$ cat src/hw/rtl/nss_pkg.sv
// shared types and constants of the nucleotide segment scorer
// no dependencies
`default_nettype none

package nss_pkg;

  localparam int CHAR_W       = 8;
  localparam int LEN_W        = 16;
  localparam int WEIGHT_W     = 11;
  localparam int WT_EXT_W     = WEIGHT_W + 1;
  localparam int CNT_W        = 6;
  localparam int SEG_W        = 5;
  localparam int SCORE_W      = 27;
  localparam int CFG_IDX_W    = 2;
  localparam int MAX_SEGMENTS = 32;
  localparam int PROD_W       = 23;
  localparam int Q_DEPTH      = 2;
  localparam int Q_PTR_W      = 1;
  localparam int Q_CNT_W      = 2;

  localparam logic [CFG_IDX_W-1:0] CFG_AT_WEIGHT     = 2'd0;
  localparam logic [CFG_IDX_W-1:0] CFG_CG_WEIGHT     = 2'd1;
  localparam logic [CFG_IDX_W-1:0] CFG_OTHER_WEIGHT  = 2'd2;
  localparam logic [CFG_IDX_W-1:0] CFG_FEATURE_COUNT = 2'd3;

  localparam logic [CNT_W-1:0] CNT_RESET = 6'd1;

  typedef struct packed {
    logic signed [WT_EXT_W-1:0] weight;
    logic [LEN_W-1:0]           len;
  } nss_item_t;

endpackage

`default_nettype wire

$ cat src/hw/rtl/nucleotide_segment_scorer_unit.sv
// nucleotide segment scorer top level: config registers, front end, queue, engine
// the engine takes each character through its pre and post states and stays there while segment scores are emitted
// from input to result a character passes the queue entry, the engine state registers and the output register
// the front end takes a character every cycle while the 2-entry queue has room
// synchronous active-low reset clears weights to 0, feature_count to 1, and all sums
// depends on nss_pkg, nss_front, nss_queue, nss_back
`default_nettype none

module nucleotide_segment_scorer_unit
  import nss_pkg::*;
(
  input  wire logic                  clk,
  input  wire logic                  rst_n,
  input  wire logic                  cfg_we,
  input  wire logic [CFG_IDX_W-1:0]  cfg_index,
  input  wire logic [WEIGHT_W-1:0]   cfg_data,
  input  wire logic                  in_valid,
  output logic                       in_ready,
  input  wire logic [CHAR_W-1:0]     in_base_char,
  input  wire logic [LEN_W-1:0]      in_seq_length,
  output logic                       out_valid,
  input  wire logic                  out_ready,
  output logic [SEG_W-1:0]           out_segment_index,
  output logic signed [SCORE_W-1:0]  out_segment_score,
  output logic                       out_last_segment
);

  logic signed [WEIGHT_W-1:0] at_weight_r;
  logic signed [WEIGHT_W-1:0] cg_weight_r;
  logic signed [WEIGHT_W-1:0] other_weight_r;
  logic [CNT_W-1:0]           feature_count_r;

  logic      q_push;
  logic      q_full;
  logic      q_pop;
  logic      q_not_empty;
  nss_item_t q_in_item;
  nss_item_t q_head_item;

  always_ff @(posedge clk) begin
    if (!rst_n) begin
      at_weight_r     <= '0;
      cg_weight_r     <= '0;
      other_weight_r  <= '0;
      feature_count_r <= CNT_RESET;
    end else if (cfg_we) begin
      case (cfg_index)
        CFG_AT_WEIGHT:     at_weight_r     <= cfg_data;
        CFG_CG_WEIGHT:     cg_weight_r     <= cfg_data;
        CFG_OTHER_WEIGHT:  other_weight_r  <= cfg_data;
        CFG_FEATURE_COUNT: feature_count_r <= cfg_data[CNT_W-1:0];
        default:           feature_count_r <= feature_count_r;
      endcase
    end
  end

  nss_front u_front (
    .in_valid      (in_valid),
    .in_ready      (in_ready),
    .in_base_char  (in_base_char),
    .in_seq_length (in_seq_length),
    .at_weight     (at_weight_r),
    .cg_weight     (cg_weight_r),
    .other_weight  (other_weight_r),
    .q_full        (q_full),
    .q_push        (q_push),
    .q_item        (q_in_item)
  );

  nss_queue u_queue (
    .clk       (clk),
    .rst_n     (rst_n),
    .push      (q_push),
    .push_item (q_in_item),
    .full      (q_full),
    .pop       (q_pop),
    .not_empty (q_not_empty),
    .head_item (q_head_item)
  );

  nss_back u_back (
    .clk               (clk),
    .rst_n             (rst_n),
    .feature_count     (feature_count_r),
    .q_not_empty       (q_not_empty),
    .q_item            (q_head_item),
    .q_pop             (q_pop),
    .out_valid         (out_valid),
    .out_ready         (out_ready),
    .out_segment_index (out_segment_index),
    .out_segment_score (out_segment_score),
    .out_last_segment  (out_last_segment)
  );

endmodule

`default_nettype wire

$ cat src/hw/rtl/nss_front.sv
// front end: accepts characters and maps each one to its signed weight
// depends on nss_pkg
`default_nettype none

module nss_front
  import nss_pkg::*;
(
  input  wire logic                       in_valid,
  output logic                            in_ready,
  input  wire logic [CHAR_W-1:0]          in_base_char,
  input  wire logic [LEN_W-1:0]           in_seq_length,
  input  wire logic signed [WEIGHT_W-1:0] at_weight,
  input  wire logic signed [WEIGHT_W-1:0] cg_weight,
  input  wire logic signed [WEIGHT_W-1:0] other_weight,
  input  wire logic                       q_full,
  output logic                            q_push,
  output nss_item_t                       q_item
);

  logic signed [WT_EXT_W-1:0] at_ext;
  logic signed [WT_EXT_W-1:0] cg_ext;
  logic signed [WT_EXT_W-1:0] other_ext;
  logic signed [WT_EXT_W-1:0] weight;

  assign at_ext    = {at_weight[WEIGHT_W-1], at_weight};
  assign cg_ext    = {cg_weight[WEIGHT_W-1], cg_weight};
  assign other_ext = {other_weight[WEIGHT_W-1], other_weight};

  always_comb begin
    case (in_base_char)
      "A", "a":           weight = at_ext;
      "T", "t", "U", "u": weight = -at_ext;
      "G", "g":           weight = cg_ext;
      "C", "c":           weight = -cg_ext;
      "r", "y", "s", "w", "k", "m", "b", "d", "h", "v", "n",
      "R", "Y", "S", "W", "K", "M", "B", "D", "H", "V", "N":
                          weight = other_ext;
      default:            weight = '0;
    endcase
  end

  assign in_ready      = !q_full;
  assign q_push        = in_valid && !q_full;
  assign q_item.weight = weight;
  assign q_item.len    = (in_seq_length == '0) ? LEN_W'(1) : in_seq_length;

endmodule

`default_nettype wire

$ cat src/hw/rtl/nss_queue.sv
// short queue between the front end and the segment engine
// depends on nss_pkg
`default_nettype none

module nss_queue
  import nss_pkg::*;
(
  input  wire logic      clk,
  input  wire logic      rst_n,
  input  wire logic      push,
  input  wire nss_item_t push_item,
  output logic           full,
  input  wire logic      pop,
  output logic           not_empty,
  output nss_item_t      head_item
);

  nss_item_t            mem_r [Q_DEPTH];
  logic [Q_PTR_W-1:0]   wr_ptr_r;
  logic [Q_PTR_W-1:0]   rd_ptr_r;
  logic [Q_CNT_W-1:0]   count_r;

  assign full      = (count_r == Q_CNT_W'(Q_DEPTH));
  assign not_empty = (count_r != '0);
  assign head_item = mem_r[rd_ptr_r];

  always_ff @(posedge clk) begin
    if (push) begin
      mem_r[wr_ptr_r] <= push_item;
    end
  end

  always_ff @(posedge clk) begin
    if (!rst_n) begin
      wr_ptr_r <= '0;
      rd_ptr_r <= '0;
      count_r  <= '0;
    end else begin
      if (push) begin
        wr_ptr_r <= wr_ptr_r + Q_PTR_W'(1);
      end
      if (pop) begin
        rd_ptr_r <= rd_ptr_r + Q_PTR_W'(1);
      end
      case ({push, pop})
        2'b10:   count_r <= count_r + Q_CNT_W'(1);
        2'b01:   count_r <= count_r - Q_CNT_W'(1);
        default: count_r <= count_r;
      endcase
    end
  end

endmodule

`default_nettype wire

$ cat src/hw/rtl/nss_back.sv
// segment engine: sums weights per segment and emits segment scores
// depends on nss_pkg
`default_nettype none

module nss_back
  import nss_pkg::*;
(
  input  wire logic                clk,
  input  wire logic                rst_n,
  input  wire logic [CNT_W-1:0]    feature_count,
  input  wire logic                q_not_empty,
  input  wire nss_item_t           q_item,
  output logic                     q_pop,
  output logic                     out_valid,
  input  wire logic                out_ready,
  output logic [SEG_W-1:0]         out_segment_index,
  output logic signed [SCORE_W-1:0] out_segment_score,
  output logic                     out_last_segment
);

  typedef enum logic [1:0] {
    S_IDLE,
    S_PRE,
    S_POST
  } state_t;

  state_t                      state_r, state_nxt;
  logic [LEN_W-1:0]            pos_r, pos_nxt;
  logic [SEG_W-1:0]            seg_r, seg_nxt;
  logic signed [SCORE_W-1:0]   score_r, score_nxt;
  logic signed [WT_EXT_W-1:0]  wt_r, wt_nxt;
  logic [LEN_W-1:0]            len_r, len_nxt;
  logic                        ov_r, ov_nxt;
  logic [SEG_W-1:0]            oidx_r, oidx_nxt;
  logic signed [SCORE_W-1:0]   oscore_r, oscore_nxt;
  logic                        olast_r, olast_nxt;

  logic [CNT_W-1:0]            cnt;
  logic [CNT_W-1:0]            seg_p1;
  logic [PROD_W-1:0]           end_prod;
  logic [PROD_W-1:0]           pos_prod;
  logic                        seg_done;
  logic                        seg_last;
  logic                        out_free;
  logic                        take;
  logic signed [SCORE_W:0]     sum;
  logic signed [SCORE_W-1:0]   sum_sat;

  always_comb begin
    if (feature_count == '0) begin
      cnt = CNT_W'(1);
    end else if (feature_count > CNT_W'(MAX_SEGMENTS)) begin
      cnt = CNT_W'(MAX_SEGMENTS);
    end else begin
      cnt = feature_count;
    end
  end

  // segment seg ends at or before pos when len*(seg+1) < (pos+1)*cnt
  assign seg_p1   = {1'b0, seg_r} + CNT_W'(1);
  assign end_prod = PROD_W'(len_r) * PROD_W'(seg_p1);
  assign pos_prod = PROD_W'({1'b0, pos_r} + 17'd1) * PROD_W'(cnt);
  assign seg_done = (end_prod < pos_prod) && ({1'b0, seg_r} < cnt);
  assign seg_last = (seg_p1 == cnt);
  assign out_free = !ov_r || out_ready;

  assign sum = {score_r[SCORE_W-1], score_r}
             + {{(SCORE_W + 1 - WT_EXT_W){wt_r[WT_EXT_W-1]}}, wt_r};

  always_comb begin
    if (sum[SCORE_W] != sum[SCORE_W-1]) begin
      sum_sat = sum[SCORE_W] ? {1'b1, {(SCORE_W-1){1'b0}}} : {1'b0, {(SCORE_W-1){1'b1}}};
    end else begin
      sum_sat = sum[SCORE_W-1:0];
    end
  end

  always_comb begin
    state_nxt  = state_r;
    pos_nxt    = pos_r;
    seg_nxt    = seg_r;
    score_nxt  = score_r;
    wt_nxt     = wt_r;
    len_nxt    = len_r;
    ov_nxt     = ov_r && !out_ready;
    oidx_nxt   = oidx_r;
    oscore_nxt = oscore_r;
    olast_nxt  = olast_r;
    take       = 1'b0;

    case (state_r)
      S_IDLE: begin
        take = q_not_empty;
      end
      S_PRE: begin
        if (seg_done) begin
          if (out_free) begin
            ov_nxt     = 1'b1;
            oidx_nxt   = seg_r;
            oscore_nxt = score_r;
            olast_nxt  = seg_last;
            score_nxt  = '0;
            seg_nxt    = seg_r + SEG_W'(1);
          end
        end else begin
          score_nxt = sum_sat;
          pos_nxt   = pos_r + LEN_W'(1);
          state_nxt = S_POST;
        end
      end
      S_POST: begin
        if (seg_done) begin
          if (out_free) begin
            ov_nxt     = 1'b1;
            oidx_nxt   = seg_r;
            oscore_nxt = score_r;
            olast_nxt  = seg_last;
            score_nxt  = '0;
            seg_nxt    = seg_r + SEG_W'(1);
            if (seg_last) begin
              pos_nxt   = '0;
              seg_nxt   = '0;
              state_nxt = S_IDLE;
              take      = q_not_empty;
            end
          end
        end else begin
          state_nxt = S_IDLE;
          take      = q_not_empty;
        end
      end
      default: begin
        state_nxt = S_IDLE;
      end
    endcase

    // new character: drop a stale sequence before starting on it
    if (take) begin
      wt_nxt    = q_item.weight;
      len_nxt   = q_item.len;
      state_nxt = S_PRE;
      if ((pos_nxt >= q_item.len) || ({1'b0, seg_nxt} >= cnt)) begin
        pos_nxt   = '0;
        seg_nxt   = '0;
        score_nxt = '0;
      end
    end
  end

  assign q_pop = take;

  always_ff @(posedge clk) begin
    if (!rst_n) begin
      state_r <= S_IDLE;
      pos_r   <= '0;
      seg_r   <= '0;
      score_r <= '0;
      ov_r    <= 1'b0;
    end else begin
      state_r <= state_nxt;
      pos_r   <= pos_nxt;
      seg_r   <= seg_nxt;
      score_r <= score_nxt;
      ov_r    <= ov_nxt;
    end
    wt_r     <= wt_nxt;
    len_r    <= len_nxt;
    oidx_r   <= oidx_nxt;
    oscore_r <= oscore_nxt;
    olast_r  <= olast_nxt;
  end

  assign out_valid         = ov_r;
  assign out_segment_index = oidx_r;
  assign out_segment_score = oscore_r;
  assign out_last_segment  = olast_r;

endmodule

`default_nettype wire

$ cat config.mk
export PLATFORM = sky130hd
export DESIGN_NAME = nucleotide_segment_scorer_unit
export DESIGN_NICKNAME = d
export VERILOG_FILES = /design/src/hw/rtl/nss_pkg.sv /design/src/hw/rtl/nucleotide_segment_scorer_unit.sv /design/src/hw/rtl/nss_front.sv /design/src/hw/rtl/nss_queue.sv /design/src/hw/rtl/nss_back.sv
export SDC_FILE = /design/constraint.sdc
export NUM_CORES = 1
export LEC_CHECK = 0
export BUFFER_PORTS_ARGS = -buffer_cell sky130_fd_sc_hd__buf_2
export CAP_MARGIN = 20
export CORE_ASPECT_RATIO = 1.75
export CORE_MARGIN = 8
export CORE_UTILIZATION = 45
export CTS_CLUSTER_DIAMETER = 100
export CTS_CLUSTER_SIZE = 24
export DETAILED_ROUTE_END_ITERATION = 10
export SLEW_MARGIN = 20
export SYNTH_ARGS = -nofsm -noshare
export SYNTH_HDL_FRONTEND = slang
export SYNTH_SLANG_ARGS = --single-unit
$ cat constraint.sdc
create_clock -name clk -period 21.2 [get_ports clk]
set_clock_uncertainty 0.05 [all_clocks]
set_input_delay 5.3 -clock clk [delete_from_list [all_inputs] [get_ports clk]]
set_output_delay 5.3 -clock clk [all_outputs]
set_load 0.01 [all_outputs]
==> results of run 1 <==
cell usage in the layout, fill, tap and decap left out, types with 28 or more instances in the layout:
master / count
nand3_1: 30
nor2b_1: 29
a21oi_1: 82
edfxtp_1: 117
o21ai_0: 65
dfxtp_1: 95
buf_2: 75
nand2_1: 196
a21o_1: 30
xnor2_1: 57
fa_1: 119
and2_1: 45
inv_1: 196
nor2_1: 169
mux2i_1: 30
xor2_1: 31
a21boi_0: 28
ha_1: 142
per-stage QoR:
step,utilization [%],std cells,area [um^2],setup WS (ns)
6_report,48.16,2358,18380,9.670
5_1_grt,48.16,2358,18380,8.758
4_1_cts,48.14,2358,18370,9.588
3_5_place_dp,47.14,2337,17990,9.660
3_3_place_gp,47.14,2337,17990,9.733
2_1_floorplan,-,1836,17240,11.91
synth_stat cells, drive strengths merged (12+ instances only):
| cell type | instances | area (um^2) |
|---|---|---|
| fa | 119 | 2382 |
| a21o | 30 | 225.2 |
| o21ai | 93 | 476.7 |
| a211oi | 12 | 102.6 |
| clkbuf | 53 | 198.9 |
| and2 | 46 | 287.8 |
| nor3 | 24 | 120.1 |
| mux2i | 30 | 300.3 |
| inv | 197 | 739.5 |
| o21a | 15 | 113.9 |
| ha | 142 | 1777 |
| edfxtp | 117 | 3513 |
| nand2b | 19 | 118.9 |
| a21oi | 96 | 533.0 |
| a21boi | 41 | 307.8 |
| xnor2 | 57 | 499.2 |
| buf | 17 | 123.9 |
| dfxtp | 95 | 1902 |
| nand2 | 198 | 748.2 |
| nor2b | 29 | 181.4 |
| nand3 | 30 | 150.1 |
| nand4 | 12 | 75.07 |
| xor2 | 31 | 271.5 |
| and3 | 26 | 162.7 |
| nor2 | 170 | 638.1 |
| mux2 | 15 | 168.9 |
cells by family after synthesis:
family | Yosys count | synth area share, %
AND/OR/NAND/NOR | 597 | 16.23
AO/OA/AOI/OAI | 365 | 14.74
buffers and inverters | 267 | 6.163
adder cells (fa/ha/maj) | 261 | 24.13
flip-flops | 212 | 31.42
XOR/XNOR | 89 | 4.602
multiplexers | 45 | 2.722
power groups by stage:
stage | combinational, mW | clock [mW] | sequential [mW]
global route | 0.783 | 0.281 | 0.605
CTS | 0.699 | 0.267 | 0.598
finish | 0.693 | 0.258 | 0.597
floorplan | 0.521 | 0 | 0.584
global placement | 0.677 | 0 | 0.606
detailed placement | 0.695 | 0 | 0.607
cell type report:
type / count / area [um^2] / share of cell area [%]
Multi-Input combinational cell: 1357 / 10780 / 58.64
Sequential cell: 212 / 5415 / 29.47
Inverter: 197 / 739.5 / 4.024
Tap cell: 485 / 606.8 / 3.302
Timing Repair Buffer: 86 / 457.9 / 2.492
Clock buffer: 19 / 347.8 / 1.893
Clock inverter: 2 / 32.53 / 0.1770
flip-flops by register name, summed over array words and instances (netlist names), 2 cells and up, named ones only:
signal and flops:
u_back.out_segment_score 27, u_back.state_r 2, u_queue.mem_r 56, u_back.seg_r 5
at_weight_r 11, u_back.out_segment_index 5, feature_count_r 6, u_back.pos_r 16
u_back.wt_r 12, u_queue.count_r 2, cg_weight_r 11, other_weight_r 11
u_back.score_r 27, u_back.len_r 16
final timing paths:
path	start	endpoint	slack (ns)	depth (start not counted)
setup / recovery	u_back.pos_r[0]	u_back.pos_r[15]	9.67	40
hold / removal	other_weight_r[8]	other_weight_r[8]	0.42	2
setup reg to reg	u_back.pos_r[0]	u_back.pos_r[15]	9.67	40
hold reg to reg	other_weight_r[8]	other_weight_r[8]	0.42	2
per-layer routing:
layer	up-vias	global-route usage, %	part of all wire [%]
met3	97	1.708	3.8
met5	-	0	0
li1	6301	-	-
met1	6476	21.78	38
met2	319	36.15	53
met4	0	9.222	5.0
tightest hold or removal path: cells and delay by family (launching register included):
family	cells	cell delay, ns
simple gates	1	0.05
compound gates	1	0.06
flops	1	0.31
==> impl_metrics.csv, run 1 <==
group,metric,value,unit
timing,hold_viol,0,
synthesis,synthesis.nets,2139,
worst_setup_path,cp_num_buf_inv,4,
placement,io_buffer_count,75,
grt,grt_max_degree,50,
floorplanning,die_area,45070,um^2
worst_setup_path,end_kind,"flip-flop",
cts,path_clk_slew,0.10,ns
grt,grt_pass1_vias,13730,
drt,wl,42.72,mm
power,p_per_area,84.22,nW/um^2
run_status,status,"finished clean",
cells_and_area,syn_to_final_growth,6.613,%
job,max_cap_violations,0,
grt,grt_pass1_wl,70.18,mm
timing,worst_slew_pin_slew,1.011,ns
cts,cts-root-buf,"clkbuf_16",
cts,cts_inserted_buffers,13,
placement,globalplace.congestion,0.8846,
min_path,hold_path.class,"reg -> reg",
floorplanning,die_h,274.9,um
worst_setup_path,slowest_delay,0.90,ns
power,sequentialPowerShare,38.6,%
cells_and_area,antennaDiodeCount,0,
timing,slew_violations,0,
timing,grt_setup_unrepaired,"false",
worst_setup_path,crit_path_frequent_cell,"a21o_1",
synthesis,ys_seq_elements,212,
timing,fin_tns_setup,0,ns
synthesis,synth_ff_type,"edfxtp_1",
cts,cts.path.max_buffers,3,
timing,finalCritPeriodShare,54.39,%
power,clockPowerShare,16.7,%
floorplanning,fp-row-count,95,
power,p_leak,7.803,nW
floorplanning,ios,77,
drt,drt_first_iter_violations,584,
drt,num_vias,13190,
power,vdd.ir_drop.worst,0.05006,mV
placement,place_hpwl,33.63,mm
drt,viasPerCell,5.595,
cells_and_area,nNetsFinal,2170,
cts,clock_latency,0.48,ns
synthesis,synth_edf_count,117,
cts,cts_resized,0,
synthesis,netlist_instances,1836,
power,pwr-share-comb,44.7,%
timing,relSlewSlack,32.35,%
power,power.internal,907.1,uW
synthesis,syn_avg_cell_area,9.388,um^2
synthesis,async_reset_ff_share,0,%
grt,grt.overflow.total,0,
drt,drtAntennaViolNets,0,
worst_setup_path,crit_slowest_cell,"and3_2",
worst_setup_path,critPathArrivalTime,11.84,ns
synthesis,yosysUniqueCellTypes,88,
worst_setup_path,cp-start-kind,"flip-flop",
cts,h-tree-depth,1,
floorplanning,start_util,45.17,%
worst_setup_path,worstPathRequired,21.51,ns
cells_and_area,drive_gt1_share,8.809,%
worst_setup_path,cp_top_family,"compound AO/OA/AOI/OAI gates",
drt,drc_errors,0,
power,total_power,1.548,mW
timing,whs,0.4152,ns
worst_setup_path,crit_fanout,36,
floorplanning,die_w,163.9,um
power,sw_frac_of_total,41.39,%
synthesis,ys_warn_count,0,
worst_setup_path,crit_type,"reg -> reg",
timing,setup_violations,0,
power,p_switching,640.7,uW
floorplanning,coreArea,38160,um^2
drt,firstDrtPassIters,5,
grt,antenna_found_initial,0,
cts,cts_tree,"done",
drt,post_drt_wl_per_cell,18.12,um
timing,fmax,86.73,MHz
cts,cts_setup_buffers,0,
cts,ctsHoldBuffers,0,
grt,grt_usage,19.44,%
cells_and_area,fillCellCount,3644,
timing,period_needed,11.53,ns
cts,cts_sinks,212,
synthesis,synthesis.area,17240,um^2
synthesis,ys_seq_area_share,31.42,%
(Power assumes the default switching activity.)
==> run 2, diff against run 1 <==
==> constraint.sdc (replaced) <==
create_clock -name clk -period 12.1 [get_ports clk]
set_clock_uncertainty 0.05 [all_clocks]
set_input_delay 3.025 -clock clk [delete_from_list [all_inputs] [get_ports clk]]
set_output_delay 3.025 -clock clk [all_outputs]
set_load 0.01 [all_outputs]
==> impl_metrics.csv, run 2 (synthesized netlist as in run 1, its figures left out) <==
group,metric,value,unit
floorplanning,coreArea,38160,um^2
placement,dpl_cell_area,18000,um^2
cells_and_area,final_cell_mix,"nand2_1, inv_1, nor2_1",
drt,num_vias,13040,
cells_and_area,final_cells,2360,
grt,grt_max_degree,50,
cts,clock_latency,0.48,ns
worst_setup_path,timing.rr.start,"u_back.pos_r[0]",
drt,firstDrtPassIters,6,
grt,grt_pass1_vias,13770,
grt,grt_usage,19.03,%
power,p_per_area,146.8,nW/um^2
grt,grt.overflow.total,0,
cts,h-tree-depth,1,
cells_and_area,final_util,48.21,%
timing,worst_slew_pin_slew,1.088,ns
timing,setup_violations,0,
floorplanning,die_w,163.9,um
grt,antenna_found_initial,1,
timing,finalCritPeriodShare,89.76,%
timing,slew_violations,0,
cts,path_clk_slew,0.10,ns
cells_and_area,fillCellCount,3649,
min_path,worstHoldEndpoint,"other_weight_r[8]",
cts,cts_tree,"done",
timing,grt_setup_unrepaired,"false",
power,p_leak,7.810,nW
timing,hold_viol,0,
drt,post_drt_wl_per_cell,17.82,um
cells_and_area,largest_reg_flops,56,
cts,cts-root-buf,"clkbuf_16",
cells_and_area,syn_to_final_growth,6.715,%
placement,dpl_worst_slack,1.292,ns
timing,fin_tns_setup,0,ns
cts,cts_inserted_buffers,13,
cts,cts_sinks,212,
timing,setup_slack,1.239,ns
timing,whs,0.4195,ns
placement,place_inst,2337,
floorplanning,die_area,45070,um^2
cts,cts_setup_buffers,0,
min_path,hp-start,"other_weight_r[8]",
cells_and_area,drive_gt1_share,8.858,%
worst_setup_path,slowest_delay,0.71,ns
drt,drt_first_iter_violations,531,
job,max_cap_violations,0,
worst_setup_path,critPathArrivalTime,11.22,ns
floorplanning,die_h,274.9,um
worst_setup_path,worst_r2r_endpoint,"u_back.score_r[15]",
cts,ctsHoldBuffers,0,
cts,cts_resized,0,
cells_and_area,nNetsFinal,2171,
drt,drc_errors,0,
floorplanning,start_util,45.17,%
cts,cts.path.max_buffers,3,
placement,globalplace.congestion,0.8860,
worst_setup_path,crit_fanout,29,
run_status,status,"finished clean",
timing,fmax,92.07,MHz
cells_and_area,design_area,18390,um^2
worst_setup_path,worstPathRequired,12.46,ns
cells_and_area,top_register,"u_queue.mem_r",
power,vdd.ir_drop.worst,0.09589,mV
placement,io_buffer_count,75,
floorplanning,fp-row-count,95,
worst_setup_path,rrSetupSlack,1.24,ns
drt,wl,42.06,mm
placement,place_hpwl,33.29,mm
worst_setup_path,reg2reg_depth,37,
worst_setup_path,crit_path_frequent_cell,"a21o_1",
timing,relSlewSlack,27.20,%
worst_setup_path,crit_slowest_cell,"xor2_1",
floorplanning,ios,77,
power,total_power,2.700,mW
worst_setup_path,cp-start-kind,"flip-flop",
worst_setup_path,end_kind,"flip-flop",
min_path,min_path_cells,2,
grt,grt_pass1_wl,69.39,mm
drt,drtAntennaViolNets,0,
min_path,hold_path.class,"reg -> reg",
drt,viasPerCell,5.525,
worst_setup_path,crit_type,"reg -> reg",
timing,period_needed,10.86,ns
run 2: cell types whose count changed in the layout (fill, tap and decap cells not counted), sizes merged:
| cell | delta |
|---|---|
| inv | +1 |
| clkinv | -1 |
| buf | +1 |
| diode | +1 |
run 2: critical path: cells and delay by family (launching register included):
kind	cells	cell delay (ns)
AOI/OAI and AO/OA	19	3.83
xor gates and xnor gates	2	0.85
adders and majority gates	7	2.81
buffers and inverters	3	0.42
DFF	1	0.59
and+or+nand+nor	6	2.21
run 2: worst max path at each step:
| stage | start | end | slack [ns] | depth (start not counted) |
|---|---|---|---|---|
| after detailed placement | u_back.pos_r[0] | u_back.score_r[15] | 1.29 | 37 |
| after global placement | u_back.pos_r[0] | u_back.score_r[15] | 1.41 | 37 |
| after CTS | u_back.pos_r[0] | u_back.score_r[22] | 1.24 | 37 |
| final | u_back.pos_r[0] | u_back.score_r[15] | 1.24 | 37 |
| after floorplan | u_back.seg_r[0] | u_back.pos_r[12] | 2.81 | 39 |
| after global routing | u_back.pos_r[0] | u_back.score_r[22] | 0.58 | 37 |
run 2: cell type report:
class	instances	area (um^2)	share of cell area (%)
inverter	197	739.5	4.020
sequential	212	5415	29.44
multi-input combinational	1357	10780	58.59
clock inverter	2	32.53	0.1769
timing repair buffer	87	473.0	2.571
antenna	1	2.502	0.01360
clock buffer	19	347.8	1.891
tap	485	606.8	3.299
run 2: per-layer routing:
metal	part of all wire (%)	vias up	global-route usage, %
li1	-	6309	-
met1	39	6379	21.18
met2	52	258	35.39
met3	3.3	93	1.573
met4	5.2	0	9.534
met5	0	-	0
run 2: power by group:
part	switching (mW)	internal, mW	total (mW)
combinational	0.739	0.455	1.19
clock	0.246	0.209	0.455
sequential	0.122	0.928	1.05
==> run 3, diff against run 2 <==
--- a/config.mk
+++ b/config.mk
@@ -6,13 +6,14 @@
 export NUM_CORES = 1
 export LEC_CHECK = 0
 export BUFFER_PORTS_ARGS = -buffer_cell sky130_fd_sc_hd__buf_2
-export CAP_MARGIN = 20
 export CORE_ASPECT_RATIO = 1.75
 export CORE_MARGIN = 8
 export CORE_UTILIZATION = 45
 export CTS_CLUSTER_DIAMETER = 100
 export CTS_CLUSTER_SIZE = 24
 export DETAILED_ROUTE_END_ITERATION = 10
+export GPL_TIMING_DRIVEN = 0
+export SETUP_SLACK_MARGIN = 0.2
 export SLEW_MARGIN = 20
 export SYNTH_ARGS = -nofsm -noshare
 export SYNTH_HDL_FRONTEND = slang
==> impl_metrics.csv, run 3 (synthesized netlist as in run 1, its figures left out) <==
group,metric,value,unit
min_path,worstHoldEndpoint,"other_weight_r[9]",
timing,period_needed,11.14,ns
power,pwr-share-comb,45.9,%
grt,gr-max-usage-layer,"met2",
grt,grt_max_degree,37,
cells_and_area,final_util,48.86,%
floorplanning,fp-row-count,95,
timing,hold_viol,0,
power,p_per_area,147.6,nW/um^2
min_path,hp-start,"other_weight_r[9]",
power,sequentialPowerShare,37.8,%
power,clockPowerShare,16.3,%
cts,cts_setup_buffers,0,
drt,post_drt_wl_per_cell,17.98,um
timing,finalCritPeriodShare,92.08,%
cts,clock_latency,0.48,ns
grt,grt_usage,19.70,%
grt,grt_pass1_wl,70.84,mm
grt,grt_pass1_vias,13760,
run_status,status,"finished clean",
placement,io_buffer_count,74,
worst_setup_path,timing.rr.start,"u_back.seg_r[0]",
cells_and_area,nNetsFinal,2229,
timing,whs,0.4228,ns
cells_and_area,fillCellCount,3582,
floorplanning,ios,77,
cells_and_area,final_cell_mix,"nand2_1, inv_1, nor2_1",
worst_setup_path,crit_fanout,36,
worst_setup_path,cp-start-kind,"flip-flop",
timing,fmax,89.75,MHz
worst_setup_path,rrSetupSlack,0.96,ns
floorplanning,die_h,274.9,um
cells_and_area,largest_reg_flops,56,
drt,drtAntennaViolNets,0,
floorplanning,coreArea,38160,um^2
min_path,hold_path.class,"reg -> reg",
grt,grt.overflow.total,0,
cells_and_area,syn_to_final_growth,8.152,%
cells_and_area,top_register,"u_queue.mem_r",
cts,cts-root-buf,"clkbuf_16",
cts,cts.path.max_buffers,3,
worst_setup_path,crit_slowest_cell,"nor4b_2",
cts,cts_inserted_buffers,13,
worst_setup_path,end_kind,"flip-flop",
cts,cts_tree,"done",
power,p_switching,1.128,mW
floorplanning,start_util,45.17,%
min_path,min_path_cells,2,
drt,wl,43.46,mm
cts,path_clk_slew,0.09,ns
cells_and_area,multiInputGateArea,10780,um^2
cells_and_area,mostFrequentLayoutCell,"nand2_1",
placement,place_inst,2396,
worst_setup_path,crit_type,"reg -> reg",
cells_and_area,regArea,5415,um^2
timing,setup_violations,0,
power,total_power,2.752,mW
floorplanning,die_w,163.9,um
worst_setup_path,reg2reg_depth,39,
placement,globalplace.congestion,0.9153,
power,sw_frac_of_total,41.00,%
cts,ctsHoldBuffers,0,
power,power.internal,1.624,mW
cts,h-tree-depth,1,
worst_setup_path,slowest_delay,0.57,ns
grt,use_met3,1.708,%
worst_setup_path,critPathArrivalTime,11.49,ns
worst_setup_path,worst_r2r_endpoint,"u_back.score_r[20]",
grt,use_met1,22.08,%
timing,relSlewSlack,26.13,%
drt,firstDrtPassIters,5,
cts,cts_sinks,212,
timing,fin_tns_setup,0,ns
floorplanning,die_area,45070,um^2
drt,num_vias,13180,
placement,place_hpwl,35.65,mm
cts,cts_resized,0,
power,vdd.ir_drop.worst,0.08871,mV
worst_setup_path,crit_path_frequent_cell,"ha_1",
cells_and_area,final_cells,2417,
drt,viasPerCell,5.455,
power,p_leak,7.907,nW
timing,grt_setup_unrepaired,"false",
cells_and_area,drive_gt1_share,8.851,%
drt,drt_first_iter_violations,636,
timing,slew_violations,0,
grt,antenna_found_initial,0,
timing,worst_slew_pin_slew,1.106,ns
job,max_cap_violations,0,
grt,grt.met2_usage,36.62,%
worst_setup_path,worstPathRequired,12.45,ns
drt,drc_errors,0,
cells_and_area,antennaDiodeCount,0,
run 3: cell types whose count changed in the layout (fill, tap and decap cells not counted), sizes merged:
cell,previous run,this run
diode,1,0
clkinv,0,2
inv,199,198
clkbuf,19,72
buf,87,91
run 3: area by class of cell:
class | count | share of cell area (%)
timing repair buffer | 75 | 2.134
clock inverter | 3 | 0.2014
clock buffer | 18 | 1.846
buffer | 70 | 1.745
tap | 485 | 3.255
inverter | 197 | 3.967
sequential | 212 | 29.05
multi-input combinational | 1357 | 57.80
run 3: worst max-delay path by stage:
stage	from	end	slack [ns]
after floorplan	u_back.seg_r[0]	u_back.pos_r[12]	2.81
after global placement	u_back.seg_r[0]	u_back.score_r[3]	0.58
after detailed placement	u_back.seg_r[0]	u_back.score_r[20]	0.53
after CTS	u_back.seg_r[0]	u_back.score_r[20]	0.47
after global routing	u_back.pos_r[0]	u_back.score_r[20]	0.29
final	u_back.seg_r[0]	u_back.score_r[20]	0.96
run 3: per-stage QoR:
step                      setup slack, ns  cell area, um^2
final                              0.9581            18640
after global routing               0.2886            18640
after CTS                          0.4726            18630
after detailed placement           0.5349            18250
after global placement             0.5847            18210
after floorplan                     2.809            17240
run 3: power by group through the flow:
stage	clock network (mW)	logic [mW]	registers [mW]
6_report	0.449	1.26	1.04
4_1_cts	0.465	1.27	1.04
3_3_place_gp	0	1.23	1.06
5_1_grt	0.486	1.41	1.05
3_5_place_dp	0	1.26	1.06
2_1_floorplan	0	0.912	1.02
run 3: worst max-delay path: cells and delay by family, from the launching register on:
kind                       cells  cell delay (ns)
AOI/OAI and AO/OA             16             3.45
xor gates and xnor gates       3             0.82
adders and majority gates      7             2.88
buffers and inverters          4             1.26
DFF                            1             0.52
and+or+nand+nor                9             2.07
run 3: layer usage:
metal  wire, um  share of wire, %
met5          0                 0
met4       2391               5.5
met1      16860                39
met2      22590                52
met3       1629               3.7
